**config.mk**
```make
export PLATFORM = sky130hd
export DESIGN_NAME = salience_ignition_arbiter_top_flat
export DESIGN_NICKNAME = d
export VERILOG_FILES = /design/src/design/sia_pkg.sv /design/src/design/sia_if.sv /design/src/design/salience_ignition_arbiter_top.sv /design/src/design/sia_divider.sv /design/src/flat_wrapper.sv
export SDC_FILE = /design/constraint.sdc
export NUM_CORES = 2
export LEC_CHECK = 0
export BUFFER_PORTS_ARGS = -buffer_cell sky130_fd_sc_hd__buf_4
export CORE_MARGIN = 8
export CORE_UTILIZATION = 31
export DETAILED_ROUTE_END_ITERATION = 16
export RECOVER_POWER = 100
export SLEW_MARGIN = 15
export SYNTH_ARGS = -nofsm -noshare
export SYNTH_HDL_FRONTEND = slang
export SYNTH_SLANG_ARGS = --single-unit
```
**constraint.sdc**
```tcl
create_clock -name clock -period 13.7 [get_ports clock]
set_input_delay 2.74 -clock clock [delete_from_list [all_inputs] [get_ports clock]]
set_output_delay 2.74 -clock clock [all_outputs]
set_load 0.005 [all_outputs]
```
**src/design/sia_pkg.sv**
```systemverilog
// Shared types and constants for the salience ignition arbiter.
// No dependencies; compiled first.

package sia_pkg;

   localparam int NUM_REGIONS = 16;
   localparam int RIDX_W      = $clog2(NUM_REGIONS);
   localparam int CNT_W       = $clog2(NUM_REGIONS + 1);

   localparam int REGION_W    = 4;
   localparam int TIME_W      = 32;
   localparam int SAL_W       = 32;
   localparam int PEND_W      = 16;
   localparam int HALF_W      = 16;
   localparam int CSR_IDX_W   = 3;
   localparam int CSR_DATA_W  = 32;
   localparam int PROD_W      = SAL_W + HALF_W;
   localparam int QUO_W       = 32;
   localparam int DIV_CNT_W   = $clog2(QUO_W);

   localparam logic [HALF_W-1:0] DECAY_RST     = 16'd58982;
   localparam logic [HALF_W-1:0] MIN_GAP_RST   = 16'd10;
   localparam logic [SAL_W-1:0]  THRESHOLD_RST = 32'd5120;
   localparam logic [HALF_W-1:0] BURST_LEN_RST = 16'd10;
   localparam logic [HALF_W-1:0] BURST_GAIN_RST = 16'd512;

   typedef enum logic [CSR_IDX_W-1:0] {
      CSR_DECAY_FACTOR,
      CSR_MIN_GAP_TICKS,
      CSR_IGNITE_THRESHOLD,
      CSR_BURST_LENGTH,
      CSR_BURST_GAIN
   } csr_index_type;

   typedef enum logic [2:0] {
      ST_IDLE,
      ST_SWEEP,
      ST_DECIDE,
      ST_GAIN,
      ST_DMUL,
      ST_DSTART,
      ST_DIV,
      ST_DONE
   } state_type;

   typedef struct packed {
      logic              start;
      logic [PROD_W-1:0] dividend;
      logic [HALF_W-1:0] divisor;
   } div_ctrl_type;

   typedef struct packed {
      logic             done;
      logic [QUO_W-1:0] quotient;
   } div_stat_type;

endpackage

```
**src/design/sia_if.sv**
```systemverilog
// Request and response channel interfaces for the salience ignition arbiter.
// Depends on sia_pkg for field widths.

interface sia_req_if;
   logic                          valid;
   logic                          ready;
   logic                          cmd;
   logic [sia_pkg::REGION_W-1:0]  region_index;
   logic [sia_pkg::TIME_W-1:0]    time_now;

   modport source (output valid, cmd, region_index, time_now, input ready);
   modport sink   (input valid, cmd, region_index, time_now, output ready);
endinterface

interface sia_rsp_if;
   logic                          valid;
   logic                          ready;
   logic [sia_pkg::SAL_W-1:0]     drive_level;
   logic                          ignited;
   logic [sia_pkg::REGION_W-1:0]  content_region;
   logic [sia_pkg::REGION_W-1:0]  winner_region;
   logic [sia_pkg::SAL_W-1:0]     winning_salience;
   logic [sia_pkg::SAL_W-1:0]     ignition_total;
   logic [sia_pkg::HALF_W-1:0]    burst_left;

   modport source (output valid, drive_level, ignited, content_region, winner_region,
                   winning_salience, ignition_total, burst_left, input ready);
   modport sink   (input valid, drive_level, ignited, content_region, winner_region,
                   winning_salience, ignition_total, burst_left, output ready);
endinterface

```
**src/design/salience_ignition_arbiter_top.sv**
```systemverilog
// Salience ignition arbiter top level: region salience, winner pick and broadcast.
// Depends on sia_pkg, sia_if (sia_req_if, sia_rsp_if) and sia_divider.

// A spike request is taken while idle and produces no response; ready stays high.
// A tick request walks the regions through one shared 32x16 multiplier, one region
// a cycle, then decides on ignition and computes the drive with the same multiplier
// and a one-bit-a-cycle divider. Ready is low from a tick until the sequencer is
// idle again. A tick that leaves no broadcast to drive skips the divider; an
// ignition adds a gain step, and a drive whose quotient would not fit saturates
// at once in the divider instead of stepping bit by bit. The done state holds
// while the previous response is still waiting. A finished response waits in an
// output register, so spikes keep flowing while it is not yet taken. No clearing
// pass is needed after reset.

module salience_ignition_arbiter_top (
   input  logic                            clock,
   input  logic                            reset,
   sia_req_if.sink                         req_ch,
   sia_rsp_if.source                       rsp_ch,
   input  logic                            csr_we,
   input  logic [sia_pkg::CSR_IDX_W-1:0]   csr_index,
   input  logic [sia_pkg::CSR_DATA_W-1:0]  csr_wdata
);

   localparam int N      = sia_pkg::NUM_REGIONS;
   localparam int RIDX_W = sia_pkg::RIDX_W;
   localparam int CNT_W  = sia_pkg::CNT_W;
   localparam int SAL_W  = sia_pkg::SAL_W;
   localparam int HALF_W = sia_pkg::HALF_W;
   localparam int PROD_W = sia_pkg::PROD_W;
   localparam int PEND_W = sia_pkg::PEND_W;

   // configuration
   logic [HALF_W-1:0] decay_ff, min_gap_ff, burst_len_ff, burst_gain_ff;
   logic [SAL_W-1:0]  threshold_ff;

   // region state
   logic [SAL_W-1:0]  sal_ff  [N];
   logic [PEND_W-1:0] pend_ff [N];

   // sequencer and datapath
   sia_pkg::state_type state_ff, state_in;
   logic [CNT_W-1:0]   cnt_ff;
   logic               prod_vld_ff;
   logic [RIDX_W-1:0]  acc_idx_ff;
   logic [PROD_W-1:0]  prod_ff;
   logic [SAL_W-1:0]   best_ff;
   logic [RIDX_W-1:0]  win_ff;
   logic [sia_pkg::TIME_W-1:0] time_ff;
   logic [SAL_W-1:0]   drive_ff;

   // broadcast state
   logic               is_lit_ff;
   logic [RIDX_W-1:0]  latched_ff;
   logic [HALF_W-1:0]  remaining_ff;
   logic [SAL_W-1:0]   burst_cur_ff;
   logic [sia_pkg::TIME_W-1:0] last_time_ff;
   logic               ever_ff;
   logic [SAL_W-1:0]   counter_ff;

   // response register
   logic                         rsp_valid_ff;
   logic [SAL_W-1:0]             rsp_drive_ff;
   logic                         rsp_ignited_ff;
   logic [sia_pkg::REGION_W-1:0] rsp_content_ff;
   logic [sia_pkg::REGION_W-1:0] rsp_winner_ff;
   logic [SAL_W-1:0]             rsp_best_ff;
   logic [SAL_W-1:0]             rsp_total_ff;
   logic [HALF_W-1:0]            rsp_left_ff;

   // combinational
   logic               req_acc, spike_acc, tick_acc, spike_in_range;
   logic [RIDX_W-1:0]  spike_idx, pend_idx, cnt_idx;
   logic [PEND_W-1:0]  pend_rd;
   logic               sweep_issue, sweep_last;
   logic [SAL_W-1:0]   mul_a;
   logic [HALF_W-1:0]  mul_b;
   logic [PROD_W-1:0]  mul_p;
   logic               mul_en;
   logic [SAL_W:0]     sal_sum;
   logic [SAL_W-1:0]   sal_new;
   logic [sia_pkg::TIME_W-1:0] gap;
   logic               ignite;
   logic [HALF_W-1:0]  eff_len;
   logic [SAL_W-1:0]   gain_sat;
   logic               rsp_free, rsp_load;
   sia_pkg::div_ctrl_type div_ctrl;
   sia_pkg::div_stat_type div_stat;

   assign req_acc        = req_ch.valid && req_ch.ready;
   assign spike_acc      = req_acc && !req_ch.cmd;
   assign tick_acc       = req_acc && req_ch.cmd;
   assign spike_in_range = 32'(req_ch.region_index) < 32'(N);
   assign spike_idx      = RIDX_W'(req_ch.region_index);
   assign cnt_idx        = cnt_ff[RIDX_W-1:0];
   assign sweep_issue    = cnt_ff < CNT_W'(N);
   assign sweep_last     = cnt_ff == CNT_W'(N);

   // single read port on the pending counts
   assign pend_idx = (state_ff == sia_pkg::ST_IDLE) ? spike_idx : acc_idx_ff;
   assign pend_rd  = pend_ff[pend_idx];

   // decayed salience plus pending spikes, saturating
   assign sal_sum = {1'b0, prod_ff[PROD_W-1:HALF_W]} + (SAL_W + 1)'({pend_rd, 8'h00});
   assign sal_new = sal_sum[SAL_W] ? '1 : sal_sum[SAL_W-1:0];

   assign eff_len  = (burst_len_ff == '0) ? HALF_W'(1) : burst_len_ff;
   assign gap      = time_ff - last_time_ff;
   assign ignite   = !is_lit_ff && (!ever_ff || gap >= 32'(min_gap_ff))
                     && best_ff >= threshold_ff;
   assign gain_sat = (|prod_ff[PROD_W-1:SAL_W + 8]) ? '1 : prod_ff[SAL_W + 7:8];
   assign mul_p    = mul_a * mul_b;
   assign rsp_free = !rsp_valid_ff || rsp_ch.ready;

   // next state
   always_comb begin
      state_in = state_ff;
      unique case (state_ff)
         sia_pkg::ST_IDLE:   if (tick_acc) state_in = sia_pkg::ST_SWEEP;
         sia_pkg::ST_SWEEP:  if (sweep_last) state_in = sia_pkg::ST_DECIDE;
         sia_pkg::ST_DECIDE: state_in = ignite ? sia_pkg::ST_GAIN : sia_pkg::ST_DMUL;
         sia_pkg::ST_GAIN:   state_in = sia_pkg::ST_DMUL;
         sia_pkg::ST_DMUL: begin
            state_in = (remaining_ff != '0) ? sia_pkg::ST_DSTART : sia_pkg::ST_DONE;
         end
         sia_pkg::ST_DSTART: state_in = sia_pkg::ST_DIV;
         sia_pkg::ST_DIV:    if (div_stat.done) state_in = sia_pkg::ST_DONE;
         sia_pkg::ST_DONE:   if (rsp_free) state_in = sia_pkg::ST_IDLE;
         default:            state_in = sia_pkg::ST_IDLE;
      endcase
   end

   // sequencer outputs: shared multiplier operands and strobes
   always_comb begin
      mul_a             = '0;
      mul_b             = '0;
      mul_en            = 1'b0;
      div_ctrl.start    = 1'b0;
      div_ctrl.dividend = prod_ff;
      div_ctrl.divisor  = eff_len;
      rsp_load          = 1'b0;
      req_ch.ready      = 1'b0;
      unique case (state_ff)
         sia_pkg::ST_IDLE: req_ch.ready = 1'b1;
         sia_pkg::ST_SWEEP: begin
            mul_a  = sal_ff[cnt_idx];
            mul_b  = decay_ff;
            mul_en = sweep_issue;
         end
         sia_pkg::ST_DECIDE: begin
            mul_a  = best_ff;
            mul_b  = burst_gain_ff;
            mul_en = 1'b1;
         end
         sia_pkg::ST_GAIN: ;
         sia_pkg::ST_DMUL: begin
            mul_a  = burst_cur_ff;
            mul_b  = remaining_ff;
            mul_en = 1'b1;
         end
         sia_pkg::ST_DSTART: div_ctrl.start = 1'b1;
         sia_pkg::ST_DIV: ;
         sia_pkg::ST_DONE: rsp_load = rsp_free;
         default: ;
      endcase
   end

   sia_divider u_div (
      .clock (clock),
      .reset (reset),
      .ctrl  (div_ctrl),
      .stat  (div_stat)
   );

   // configuration writes
   always_ff @(posedge clock) begin
      if (reset) begin
         decay_ff      <= sia_pkg::DECAY_RST;
         min_gap_ff    <= sia_pkg::MIN_GAP_RST;
         threshold_ff  <= sia_pkg::THRESHOLD_RST;
         burst_len_ff  <= sia_pkg::BURST_LEN_RST;
         burst_gain_ff <= sia_pkg::BURST_GAIN_RST;
      end else if (csr_we) begin
         unique case (sia_pkg::csr_index_type'(csr_index))
            sia_pkg::CSR_DECAY_FACTOR:     decay_ff      <= csr_wdata[HALF_W-1:0];
            sia_pkg::CSR_MIN_GAP_TICKS:    min_gap_ff    <= csr_wdata[HALF_W-1:0];
            sia_pkg::CSR_IGNITE_THRESHOLD: threshold_ff  <= csr_wdata[SAL_W-1:0];
            sia_pkg::CSR_BURST_LENGTH:     burst_len_ff  <= csr_wdata[HALF_W-1:0];
            sia_pkg::CSR_BURST_GAIN:       burst_gain_ff <= csr_wdata[HALF_W-1:0];
            default: ;
         endcase
      end
   end

   // sequencer and region / broadcast state
   always_ff @(posedge clock) begin
      if (reset) begin
         state_ff     <= sia_pkg::ST_IDLE;
         cnt_ff       <= '0;
         prod_vld_ff  <= 1'b0;
         is_lit_ff    <= 1'b0;
         latched_ff   <= '0;
         remaining_ff <= '0;
         burst_cur_ff <= '0;
         last_time_ff <= '0;
         ever_ff      <= 1'b0;
         counter_ff   <= '0;
         for (int i = 0; i < N; i++) begin
            sal_ff[i]  <= '0;
            pend_ff[i] <= '0;
         end
      end else begin
         state_ff <= state_in;
         if (spike_acc && spike_in_range && pend_rd != '1) begin
            pend_ff[spike_idx] <= pend_rd + 1'b1;
         end
         if (tick_acc) begin
            cnt_ff      <= '0;
            prod_vld_ff <= 1'b0;
         end
         if (state_ff == sia_pkg::ST_SWEEP) begin
            cnt_ff      <= cnt_ff + 1'b1;
            prod_vld_ff <= sweep_issue;
            if (prod_vld_ff) begin
               sal_ff[acc_idx_ff]  <= sal_new;
               pend_ff[acc_idx_ff] <= '0;
            end
         end
         if (state_ff == sia_pkg::ST_DECIDE && ignite) begin
            is_lit_ff    <= 1'b1;
            latched_ff   <= win_ff;
            counter_ff   <= counter_ff + 1'b1;
            remaining_ff <= eff_len;
            last_time_ff <= time_ff;
            ever_ff      <= 1'b1;
         end
         if (state_ff == sia_pkg::ST_GAIN) begin
            burst_cur_ff <= gain_sat;
         end
         if (state_ff == sia_pkg::ST_DSTART) begin
            remaining_ff <= remaining_ff - 1'b1;
            if (remaining_ff == HALF_W'(1)) begin
               is_lit_ff <= 1'b0;
            end
         end
      end
   end

   // datapath payload
   always_ff @(posedge clock) begin
      if (tick_acc) begin
         time_ff  <= req_ch.time_now;
         best_ff  <= '0;
         win_ff   <= '0;
         drive_ff <= '0;
      end
      if (mul_en) begin
         prod_ff <= mul_p;
      end
      if (state_ff == sia_pkg::ST_SWEEP) begin
         acc_idx_ff <= cnt_idx;
         // strictly greater keeps the lowest index on a tie
         if (prod_vld_ff && sal_new > best_ff) begin
            best_ff <= sal_new;
            win_ff  <= acc_idx_ff;
         end
      end
      if (state_ff == sia_pkg::ST_DIV && div_stat.done) begin
         drive_ff <= div_stat.quotient;
      end
   end

   // response register
   always_ff @(posedge clock) begin
      if (reset) begin
         rsp_valid_ff <= 1'b0;
      end else if (rsp_load) begin
         rsp_valid_ff <= 1'b1;
      end else if (rsp_ch.ready) begin
         rsp_valid_ff <= 1'b0;
      end
   end

   always_ff @(posedge clock) begin
      if (rsp_load) begin
         rsp_drive_ff   <= drive_ff;
         rsp_ignited_ff <= is_lit_ff;
         rsp_content_ff <= sia_pkg::REGION_W'(latched_ff);
         rsp_winner_ff  <= sia_pkg::REGION_W'(win_ff);
         rsp_best_ff    <= best_ff;
         rsp_total_ff   <= counter_ff;
         rsp_left_ff    <= remaining_ff;
      end
   end

   assign rsp_ch.valid            = rsp_valid_ff;
   assign rsp_ch.drive_level      = rsp_drive_ff;
   assign rsp_ch.ignited          = rsp_ignited_ff;
   assign rsp_ch.content_region   = rsp_content_ff;
   assign rsp_ch.winner_region    = rsp_winner_ff;
   assign rsp_ch.winning_salience = rsp_best_ff;
   assign rsp_ch.ignition_total   = rsp_total_ff;
   assign rsp_ch.burst_left       = rsp_left_ff;

endmodule

```
**src/design/sia_divider.sv**
```systemverilog
// Bit-serial restoring divider: 48-bit dividend by 16-bit divisor, 32-bit quotient.
// A quotient that would not fit saturates at once. Depends on sia_pkg.

module sia_divider (
   input  logic                  clock,
   input  logic                  reset,
   input  sia_pkg::div_ctrl_type ctrl,
   output sia_pkg::div_stat_type stat
);

   logic                           busy_ff;
   logic                           done_ff;
   logic [sia_pkg::DIV_CNT_W-1:0]  cnt_ff;
   logic [sia_pkg::HALF_W-1:0]     rem_ff;
   logic [sia_pkg::QUO_W-1:0]      quo_ff;
   logic [sia_pkg::HALF_W-1:0]     dsr_ff;

   logic [sia_pkg::HALF_W:0]       trial;
   logic [sia_pkg::HALF_W:0]       diff;
   logic                           fits;
   logic                           overflow;

   assign trial    = {rem_ff, quo_ff[sia_pkg::QUO_W-1]};
   assign diff     = trial - {1'b0, dsr_ff};
   assign fits     = trial >= {1'b0, dsr_ff};
   // quotient >= 2^32 exactly when the upper dividend bits reach the divisor
   assign overflow = ctrl.dividend[sia_pkg::PROD_W-1:sia_pkg::QUO_W] >= ctrl.divisor;

   always_ff @(posedge clock) begin
      if (reset) begin
         busy_ff <= 1'b0;
         done_ff <= 1'b0;
         cnt_ff  <= '0;
      end else begin
         done_ff <= 1'b0;
         if (ctrl.start) begin
            busy_ff <= !overflow;
            done_ff <= overflow;
            cnt_ff  <= '0;
         end else if (busy_ff) begin
            cnt_ff <= cnt_ff + 1'b1;
            if (cnt_ff == sia_pkg::DIV_CNT_W'(sia_pkg::QUO_W - 1)) begin
               busy_ff <= 1'b0;
               done_ff <= 1'b1;
            end
         end
      end
   end

   always_ff @(posedge clock) begin
      if (ctrl.start) begin
         dsr_ff <= ctrl.divisor;
         rem_ff <= ctrl.dividend[sia_pkg::PROD_W-1:sia_pkg::QUO_W];
         quo_ff <= overflow ? '1 : ctrl.dividend[sia_pkg::QUO_W-1:0];
      end else if (busy_ff) begin
         rem_ff <= fits ? diff[sia_pkg::HALF_W-1:0] : trial[sia_pkg::HALF_W-1:0];
         quo_ff <= {quo_ff[sia_pkg::QUO_W-2:0], fits};
      end
   end

   assign stat.done     = done_ff;
   assign stat.quotient = quo_ff;

endmodule

```
**src/flat_wrapper.sv**
```systemverilog
// flat-port wrapper written by rule: the top's interface ports become plain ports
module salience_ignition_arbiter_top_flat 
  (clock, reset, csr_we, csr_index, csr_wdata, req_ch_valid, req_ch_cmd, req_ch_region_index, req_ch_time_now, req_ch_ready, rsp_ch_valid, rsp_ch_drive_level, rsp_ch_ignited, rsp_ch_content_region, rsp_ch_winner_region, rsp_ch_winning_salience, rsp_ch_ignition_total, rsp_ch_burst_left, rsp_ch_ready);
  sia_req_if req_ch_i ();
  sia_rsp_if rsp_ch_i ();
  input  logic clock;
  input  logic reset;
  input  logic csr_we;
  input  logic [sia_pkg::CSR_IDX_W-1:0] csr_index;
  input  logic [sia_pkg::CSR_DATA_W-1:0] csr_wdata;
  input wire logic [$bits(req_ch_i.valid)-1:0] req_ch_valid;
  input wire logic [$bits(req_ch_i.cmd)-1:0] req_ch_cmd;
  input wire logic [$bits(req_ch_i.region_index)-1:0] req_ch_region_index;
  input wire logic [$bits(req_ch_i.time_now)-1:0] req_ch_time_now;
  output wire logic [$bits(req_ch_i.ready)-1:0] req_ch_ready;
  output wire logic [$bits(rsp_ch_i.valid)-1:0] rsp_ch_valid;
  output wire logic [$bits(rsp_ch_i.drive_level)-1:0] rsp_ch_drive_level;
  output wire logic [$bits(rsp_ch_i.ignited)-1:0] rsp_ch_ignited;
  output wire logic [$bits(rsp_ch_i.content_region)-1:0] rsp_ch_content_region;
  output wire logic [$bits(rsp_ch_i.winner_region)-1:0] rsp_ch_winner_region;
  output wire logic [$bits(rsp_ch_i.winning_salience)-1:0] rsp_ch_winning_salience;
  output wire logic [$bits(rsp_ch_i.ignition_total)-1:0] rsp_ch_ignition_total;
  output wire logic [$bits(rsp_ch_i.burst_left)-1:0] rsp_ch_burst_left;
  input wire logic [$bits(rsp_ch_i.ready)-1:0] rsp_ch_ready;
  assign req_ch_i.valid = req_ch_valid;
  assign req_ch_i.cmd = req_ch_cmd;
  assign req_ch_i.region_index = req_ch_region_index;
  assign req_ch_i.time_now = req_ch_time_now;
  assign req_ch_ready = req_ch_i.ready;
  assign rsp_ch_valid = rsp_ch_i.valid;
  assign rsp_ch_drive_level = rsp_ch_i.drive_level;
  assign rsp_ch_ignited = rsp_ch_i.ignited;
  assign rsp_ch_content_region = rsp_ch_i.content_region;
  assign rsp_ch_winner_region = rsp_ch_i.winner_region;
  assign rsp_ch_winning_salience = rsp_ch_i.winning_salience;
  assign rsp_ch_ignition_total = rsp_ch_i.ignition_total;
  assign rsp_ch_burst_left = rsp_ch_i.burst_left;
  assign rsp_ch_i.ready = rsp_ch_ready;
  salience_ignition_arbiter_top u_core (.clock(clock), .reset(reset), .req_ch(req_ch_i), .rsp_ch(rsp_ch_i), .csr_we(csr_we), .csr_index(csr_index), .csr_wdata(csr_wdata));
endmodule
```
==> flow_summary.ini <==
[synth]
synth_compound_gate_area_share_pct = 6.56
synthArstFlopShare_pct = 0
synth-simple-area-share_pct = 13.5
ys_ff_latch = 1340
yosysUniqueCellTypes = 94
synth_warnings = 0
synthXorXnorAreaFrac_pct = 1.19
syn_inst = 6800
avgSynthCellArea_sq_um = 11.3
synth_area_sq_um = 76700
synth_ff_type = edfxtp_1
synth-seq-area-share_pct = 48.9
synthMuxAreaShare_pct = 8.59
synth_fa_ha_area_share_pct = 15.7
syn_nets = 7585
synth_edf_count = 1069
synth_top_family_by_area = adder cells

[pwr]
power_leakage_nw = 33.3
peakVddDrop_uv = 130
powerDensity_nw_per_um2 = 144

[timing]
final.setup.tns_ps = 0
timing.hold.ws_ps = 406
final-hold-violation-count = 0
finalCritPeriodShare_pct = 90.2
period_needed_ps = 12360
worstMarginPinSlew_ps = 7430
setup_viol = 0
fin_worst_skew_ps = 57.6
maxSlewViolCount = 2079
slew_headroom_pct = -395
max_freq_mhz = 80.9
rsz0062_at_grt = no

[critical_path]
crit_path_end = u_core.sal_ff[5][14]
rr_endpoint = u_core.prod_ff[46]
worstPathRequired_ps = 13580
startpoint_type = primary input
crit_path_top_delay_cell = nand2b_1
r2r_setup_slack_ps = 1910
path_max_fanout = 54
worstPathArrival_ps = 12250
critPathMaxStageDelay_ps = 2660
crit_start = reset
rr_startpoint = u_core.state_ff[2]
crit_type = in -> reg
cp_common_cell = clkbuf_1
reg2reg_depth = 30
end_kind = flop
path_cells = clkbuf_1 -> or2_0 -> o31ai_1 -> nand2_1 -> clkbuf_1 -> nand2b_1

[finish]
drive_gt1_share_pct = 10.8
stdcell_area_sq_um = 86300
final_cell_mix = nor2_1 (1,219), edfxtp_1 (1,069), nand2_1 (718), inv_1 (686), fa_1 (421)
layout_commonest_cell = nor2_1
final_core_util_pct = 35.1
fin_nets = 7686
area_growth_pct = 12.6

[floorplan]
core-area_sq_um = 246000
die_h_microns = 513
die_area_sq_um = 263000
io_pins = 200
start_util_pct = 31.2
fp.dieW_microns = 513
rows = 182

[global_routing]
antenna_found_initial = 27
grt_usage_pct = 18.0
grt_overflow = 0
grt_pass1_wl_microns = 359000
grt_pass1_vias = 54000
grt_max_degree = 114

[clocking]
ctsHtreeMaxLevel = 4
post_cts_buffers = 0
numCtsBuffers = 150
cts_hold_buf = 0
cts_max_path_buffers = 3
cts_sinks = 1340
cts_tree = yes
cts_root_buffer = clkbuf_16
clock_latency_ps = 850
cts_resized = 0
clk_pin_slew_ps = 60

[status]
status = complete, but fails checks
violations = max-capacitance violations, max-slew violations

[job]
drv_cap = 64

[placement]
dpl_cell_area_sq_um = 81900
place.gp.congestion = 0.920
io_buffers = 199
hpwl_microns = 166000

[detailed_routing]
dr.pass1.iters = 6
drc = 0
wl_per_cell_microns = 23.8
drtIter0Drc = 5602
drtAntennaViolNets = 0
drt_wl_total_microns = 245000
drt-vias-per-instance = 5.25
vias = 53900

[hold_path]
hold_path.class = reg -> reg
==> metal layers <==
layer  vias up  share of wire (%)  global-route usage [%]
met2      2704                 46                    28.7
met1     27200                 40                    23.4
met5         -              0.053                       0
li1      23400                  -                       -
met3       589                9.1                    3.82
met4        20                5.6                    8.80
==> sequential cells by signal (all words and copies together), names as in the netlist, 32 cells and up, named ones only <==
signal                          cells
u_core.best_ff                     32
u_core.burst_cur_ff                32
u_core.counter_ff                  32
u_core.drive_ff                    32
u_core.last_time_ff                32
u_core.pend_ff                    256
u_core.prod_ff                     48
u_core.rsp_ch.drive_level          32
u_core.rsp_ch.ignition_total       32
u_core.rsp_ch.winning_salience     32
u_core.sal_ff                     512
u_core.threshold_ff                32
u_core.time_ff                     32
u_core.u_div.quo_ff                32
==> stage by stage <==
| stage | setup WS (ps) | power, mW | cells |
|---|---|---|---|
| floorplan | 3960 | 7.05 | 6800 |
| global placement | 2660 | 8.39 | 9969 |
| detailed placement | 2630 | 8.42 | 9969 |
| CTS | 2830 | 12.5 | 10200 |
| global route | 1350 | 13.0 | 10300 |
| finish | 1340 | 12.5 | 10300 |
==> cell usage after synthesis (16+ instances only) <==
library cell / count / area (sq um)
a211oi_1: 22 / 165
a21o_1: 84 / 631
a21oi_1: 246 / 1230
a22oi_1: 48 / 360
a31oi_1: 26 / 163
and2_1: 103 / 644
and3_1: 29 / 181
buf_1: 32 / 120
buf_2: 34 / 170
clkbuf_1: 313 / 1170
dfxtp_1: 271 / 5430
edfxtp_1: 1069 / 32100
fa_1: 421 / 8430
ha_1: 287 / 3590
inv_1: 688 / 2580
mux2_2: 18 / 203
mux2i_1: 119 / 1190
mux4_2: 221 / 4980
nand2_1: 718 / 2700
nand2b_1: 55 / 344
nand3_1: 73 / 365
nand3b_1: 19 / 143
nand4_1: 34 / 213
nor2_1: 1220 / 4580
nor2b_1: 40 / 250
nor3_1: 78 / 390
nor4_1: 21 / 131
o21a_1: 30 / 225
o21ai_0: 87 / 435
o21ai_1: 20 / 100
o22a_1: 31 / 272
o31ai_1: 16 / 120
xnor2_1: 68 / 596
xor2_1: 36 / 315
==> final cells by class <==
class | instances | area [sq um]
fill | 24200 | 160000
sequential | 1340 | 37500
multi-input combinational | 4376 | 34900
clock buffer | 192 | 4090
tap | 3220 | 4030
inverter | 688 | 2580
timing repair buffer | 345 | 2180
clock inverter | 88 | 982
antenna | 11 | 27.5
==> report_power, final <==
group	switching [mW]	internal (mW)
Combinational	2.41	1.05
Clock	1.77	2.34
Sequential	0.278	4.62
==> worst min-delay path by stage <==
stage | from | end | slack, ps | cells after the start
final | u_core.drive_ff[29] | u_core.rsp_ch.drive_level[29] | 410 | 0
after global placement | u_core.drive_ff[3] | u_core.rsp_ch.drive_level[3] | 410 | 0
after global routing | u_core.drive_ff[29] | u_core.rsp_ch.drive_level[29] | 420 | 0
after floorplan | u_core.drive_ff[0] | u_core.rsp_ch.drive_level[0] | 400 | 0
after detailed placement | u_core.drive_ff[29] | u_core.rsp_ch.drive_level[29] | 410 | 0
after CTS | u_core.drive_ff[29] | u_core.rsp_ch.drive_level[29] | 400 | 0
==> critical path, delay by kind of cell <==
| family | cells | cell delay, ps |
|---|---|---|
| AO/OA/AOI/OAI | 1 | 570 |
| buffers and inverters | 2 | 4500 |
| AND/OR/NAND/NOR | 3 | 4280 |
==> cell families (layout without fill, tap and decap cells) <==
family / Yosys count / after routing
multiplexers: 370 / 370
AO/OA/AOI/OAI: 749 / 749
adder cells (fa/ha/maj): 708 / 708
flip-flops: 1340 / 1340
XOR/XNOR: 104 / 104
other: 0 / 11
AND/OR/NAND/NOR: 2445 / 2445
buffers and inverters: 1084 / 1313
(Power assumes the default switching activity.)
